==> config.mk <==
export PLATFORM = sky130hd
export DESIGN_NAME = rsom_lane
export DESIGN_NICKNAME = d
export VERILOG_FILES = /design/src/rsom_pkg.sv /design/src/rsom_lane.sv
export SDC_FILE = /design/constraint.sdc
export NUM_CORES = 2
export LEC_CHECK = 0
export BUFFER_PORTS_ARGS = -buffer_cell sky130_fd_sc_hd__buf_2
export CAP_MARGIN = 5
export CORE_ASPECT_RATIO = 2
export CORE_MARGIN = 2
export CORE_UTILIZATION = 40
export CTS_CLUSTER_SIZE = 14
export DETAILED_ROUTE_END_ITERATION = 10
export GPL_TIMING_DRIVEN = 0
export RECOVER_POWER = 100
export SETUP_SLACK_MARGIN = 0.05
export SLEW_MARGIN = 20
export SYNTH_ARGS = -nofsm -noshare
export SYNTH_HDL_FRONTEND = slang
export SYNTH_SLANG_ARGS = --single-unit
==> constraint.sdc <==
create_clock -name clk -period 26.2 [get_ports clk]
set_clock_uncertainty 0.15 [all_clocks]
set_input_delay 3.93 -clock clk [delete_from_list [all_inputs] [get_ports clk]]
set_output_delay 3.93 -clock clk [all_outputs]
set_load 0.05 [all_outputs]
==> src/rsom_pkg.sv <==
// Package: shared types and constants for the ring SOM training block.
`default_nettype none
package rsom_pkg;
	localparam int COMP_W  = 16;
	localparam int SCORE_W = 34;
	localparam int PROD_W  = 32;
	localparam int LANES   = 4;

	localparam logic REQ_LOAD  = 1'b0;
	localparam logic REQ_TRAIN = 1'b1;

	localparam logic signed [9:0] H_NEAR = 10'sd154;
	localparam logic signed [9:0] H_ONE  = 10'sd51;
	localparam logic signed [9:0] H_TWO  = -10'sd128;

	typedef logic signed [COMP_W-1:0] comp_t;

	// one lane's update request
	typedef struct packed {
		logic signed [COMP_W-1:0] w;
		logic signed [COMP_W-1:0] x;
		logic [COMP_W-1:0]        rate;
		logic signed [9:0]        h;
	} upd_in_t;
endpackage
`default_nettype wire

==> src/rsom_lane.sv <==
// One lane: product for scoring, and a pipelined weight update.
`default_nettype none
module rsom_lane
	import rsom_pkg::*;
(
	input  wire logic                       clk,
	input  wire upd_in_t                    upd,
	output logic signed [PROD_W-1:0]        prod,
	output logic signed [COMP_W-1:0]        new_w
);
	logic signed [COMP_W:0]     diff_s1;
	logic signed [9:0]          h_s1;
	logic [COMP_W-1:0]          rate_s1;
	logic signed [COMP_W-1:0]   w_s1, w_s2;
	logic signed [27:0]         dh_s2;
	logic [COMP_W-1:0]          rate_s2;
	logic signed [45:0]         prod_full;
	logic signed [21:0]         delta;
	logic signed [22:0]         sum;

	// score product is combinational on the lane's inputs, registered in the top level before the merge
	assign prod = PROD_W'(upd.w * upd.x);

	always_ff @(posedge clk) begin
		diff_s1 <= (COMP_W+1)'(upd.x) - (COMP_W+1)'(upd.w);
		h_s1    <= upd.h;
		rate_s1 <= upd.rate;
		w_s1    <= upd.w;
		dh_s2   <= 28'(diff_s1 * h_s1);
		rate_s2 <= rate_s1;
		w_s2    <= w_s1;
	end

	assign prod_full = 46'(dh_s2 * $signed({1'b0, rate_s2}));
	assign delta = prod_full[45:24];
	assign sum   = 23'(w_s2) + 23'(delta);

	always_comb begin
		if (sum > 23'sd32767)       new_w = 16'sh7fff;
		else if (sum < -23'sd32768) new_w = 16'sh8000;
		else                        new_w = sum[COMP_W-1:0];
	end
endmodule
`default_nettype wire

==> impl_metrics.env <==
export IMPL_slew_headroom_pct=13.4
export IMPL_fin_crit_ns=16.17
export IMPL_io_buffer_count=106
export IMPL_ios=107
export IMPL_grt_pass1_vias=29400
export IMPL_cts_setup_buffers=0
export IMPL_min_path_cells=0
export IMPL_grt_util_met2_pct=47.9
export IMPL_ys_seq_elements=118
export IMPL_cts_max_path_buffers=2
export IMPL_core_um2=85800
export IMPL_worstSkewPairLatency_ns=0.47
export IMPL_crit_required_ns=22.12
export IMPL_post_synth_instance_area_um2=34600
export IMPL_overflow=0
export IMPL_critPathMaxStageDelay_ns=1.09
export IMPL_drv_cap=0
export IMPL_yosys_warnings=0
export IMPL_arrival_ns=12.09
export IMPL_die_h_um=420
export IMPL_gp_congestion=0.980
export IMPL_synthCells=3745
export IMPL_fin_tns_setup_ns=0
export IMPL_cts_buffers=17
export IMPL_setup_violations=0
export IMPL_fin_crit_sh_pct=61.7
export IMPL_slew_violations=0
export IMPL_layout_commonest_cell="inv_1"
export IMPL_die_x_um=212
export IMPL_grt_use_met1_pct=19.7
export IMPL_post_place_ws_ns=10.63
export IMPL_antenna_left=0
export IMPL_grt_max_degree=17
export IMPL_max_freq_mhz=61.8
export IMPL_r2r_cells=21
export IMPL_async_reset_ff_share_pct=0
export IMPL_drt_wl_total_mm=97.2
export IMPL_nFillCells=8582
export IMPL_ys_seq_area_share_pct=6.83
export IMPL_setup_ws_ns=10.03
export IMPL_drc=0
export IMPL_synth_enable_flop_cells=0
export IMPL_avgSynthCellArea_um2=9.24
export IMPL_clk_pin_slew_ns=0.07
export IMPL_postLayoutCoreUtil_pct=43.2
export IMPL_rows=152
export IMPL_yosysUniqueCellTypes=63
export IMPL_yosys_top_cells_area="fa_1 48%, ha_1 11%, inv_1 10%, dfxtp_1 6.8%, and2_1 6.0%"
export IMPL_dp_hpwl_mm=86.3
export IMPL_vias=25200
export IMPL_path_class="register to output pin"
export IMPL_drt_pass1_iter_count=6
export IMPL_final_cell_area_um2=37100
export IMPL_synth_top_area_share_pct=47.9
export IMPL_cts_sinks=118
export IMPL_diodes=0
export IMPL_syn_to_final_growth_pct=7.21
export IMPL_antenna_found_initial=1
export IMPL_cts_repair_resized=0
export IMPL_wl_per_cell_um=19.3
export IMPL_cts_root_buf="clkbuf_16"
export IMPL_holdBufCountCts=0
export IMPL_grt_busiest_layer="met2"
export IMPL_final_cell_mix="944 x inv_1, 828 x fa_1, 509 x nand2_1"
export IMPL_synth_nets=4933
export IMPL_critical_path_slowest_cell="nor4_1"
export IMPL_cp_end_kind="output pin"
export IMPL_start_util_pct=40.3
export IMPL_status="completed"
export IMPL_worst_pin_slew_ns=1.29
export IMPL_layout_drive_gt1_share_pct=2.57
export IMPL_grt_use_met3_pct=2.82
export IMPL_ys_flop_type="dfxtp_1"
export IMPL_final_nets=5059
export IMPL_synth_largest_area_cell="fa_1"
export IMPL_vias_per_cell=5.00
export IMPL_dieArea_um2=89000
export IMPL_hold_violations=0
export IMPL_placed_area_um2=36600
export IMPL_critPathMaxFanout=10
export IMPL_min_path_type="register to register"
export IMPL_rsz0062_at_grt="no"
export IMPL_cts_tree="done"
export IMPL_crit_top_cell="fa_1"
export IMPL_cts_htree_levels=4
export IMPL_drtIter0Drc=882
export IMPL_grt_pass1_wl_mm=156
export IMPL_track_usage_pct=23.5
export IMPL_cp_start_kind="register"
registers in the layout, indices dropped and copies added, names as in the netlist:
name / count
w_s1: 16
w_s2: 16
rate_s2: 16
dh_s2: 27
diff_s1: 17
h_s1: 10
rate_s1: 16
through the flow:
| stage | std cells | hold WS (ns) |
|---|---|---|
| finish | 5039 | 0.162 |
| floorplan | 3745 | 0.160 |
| detailed placement | 5007 | 0.162 |
| CTS | 5039 | 0.165 |
| global route | 5039 | 0.180 |
| global placement | 5006 | 0.160 |
Yosys cell counts (9+ instances only):
cell type    n
inv_1      944
fa_1       828
nand2_1    509
and2_1     333
ha_1       301
clkbuf_1   132
dfxtp_1    118
xnor2_1     89
a21oi_1     73
nor2_1      72
o21ai_0     38
a21o_1      32
xor2_1      25
nand2b_1    23
nor3_1      22
nand3_1     20
o21a_1      19
and3_1      17
o211ai_1    12
or3_1       12
a211oi_1    11
o21bai_1    11
o21ai_1     10
a31oi_1      9
nor2b_1      9
cells by family (layout without fill, tap and decap cells):
| logic type | count (synthesis) | in the layout | synth area share [%] |
|---|---|---|---|
| buffers and inverters | 1078 | 1217 | 11.7 |
| XOR/XNOR | 115 | 115 | 2.93 |
| flip-flops | 118 | 118 | 6.83 |
| AO/OA/AOI/OAI | 265 | 265 | 5.17 |
| adder cells (fa/ha/maj) | 1129 | 1129 | 58.8 |
| AND/OR/NAND/NOR | 1040 | 1040 | 14.6 |
per-layer routing:
layer | wire length [µm] | part of all wire (%)
met2 | 56600 | 58
met4 | 9330 | 9.6
met3 | 3440 | 3.5
met1 | 27800 | 29
met5 | 11 | 0.011
area by class of cell:
type	instances	area, µm²	share of cell area [%]
multi-input combinational	2549	28200	75.9
inverter	944	3540	9.55
sequential	118	2360	6.37
tap	1155	1450	3.90
buffer	134	510	1.38
timing repair buffer	107	458	1.23
clock buffer	19	443	1.19
clock inverter	13	169	0.455
critical path: cells and delay by family, from the launching register on:
| kind | cells | cell delay, ns |
|---|---|---|
| buf+inv | 6 | 1.78 |
| compound gates | 12 | 3.79 |
| xor+xnor | 2 | 0.55 |
| flops | 1 | 0.31 |
| simple gates | 3 | 1.43 |
| fa+ha+maj | 8 | 3.73 |
final timing paths:
kind              start   endpoint  slack, ns
min             w_s1[9]    w_s2[9]       0.16
max reg2reg     h_s1[2]  dh_s2[25]      19.46
min reg2reg     w_s1[9]    w_s2[9]       0.16
max          rate_s2[2]   new_w[7]      10.03
Power is not shown: default switching activity piles up to over one toggle a cycle in this logic, so the estimate is an artifact.
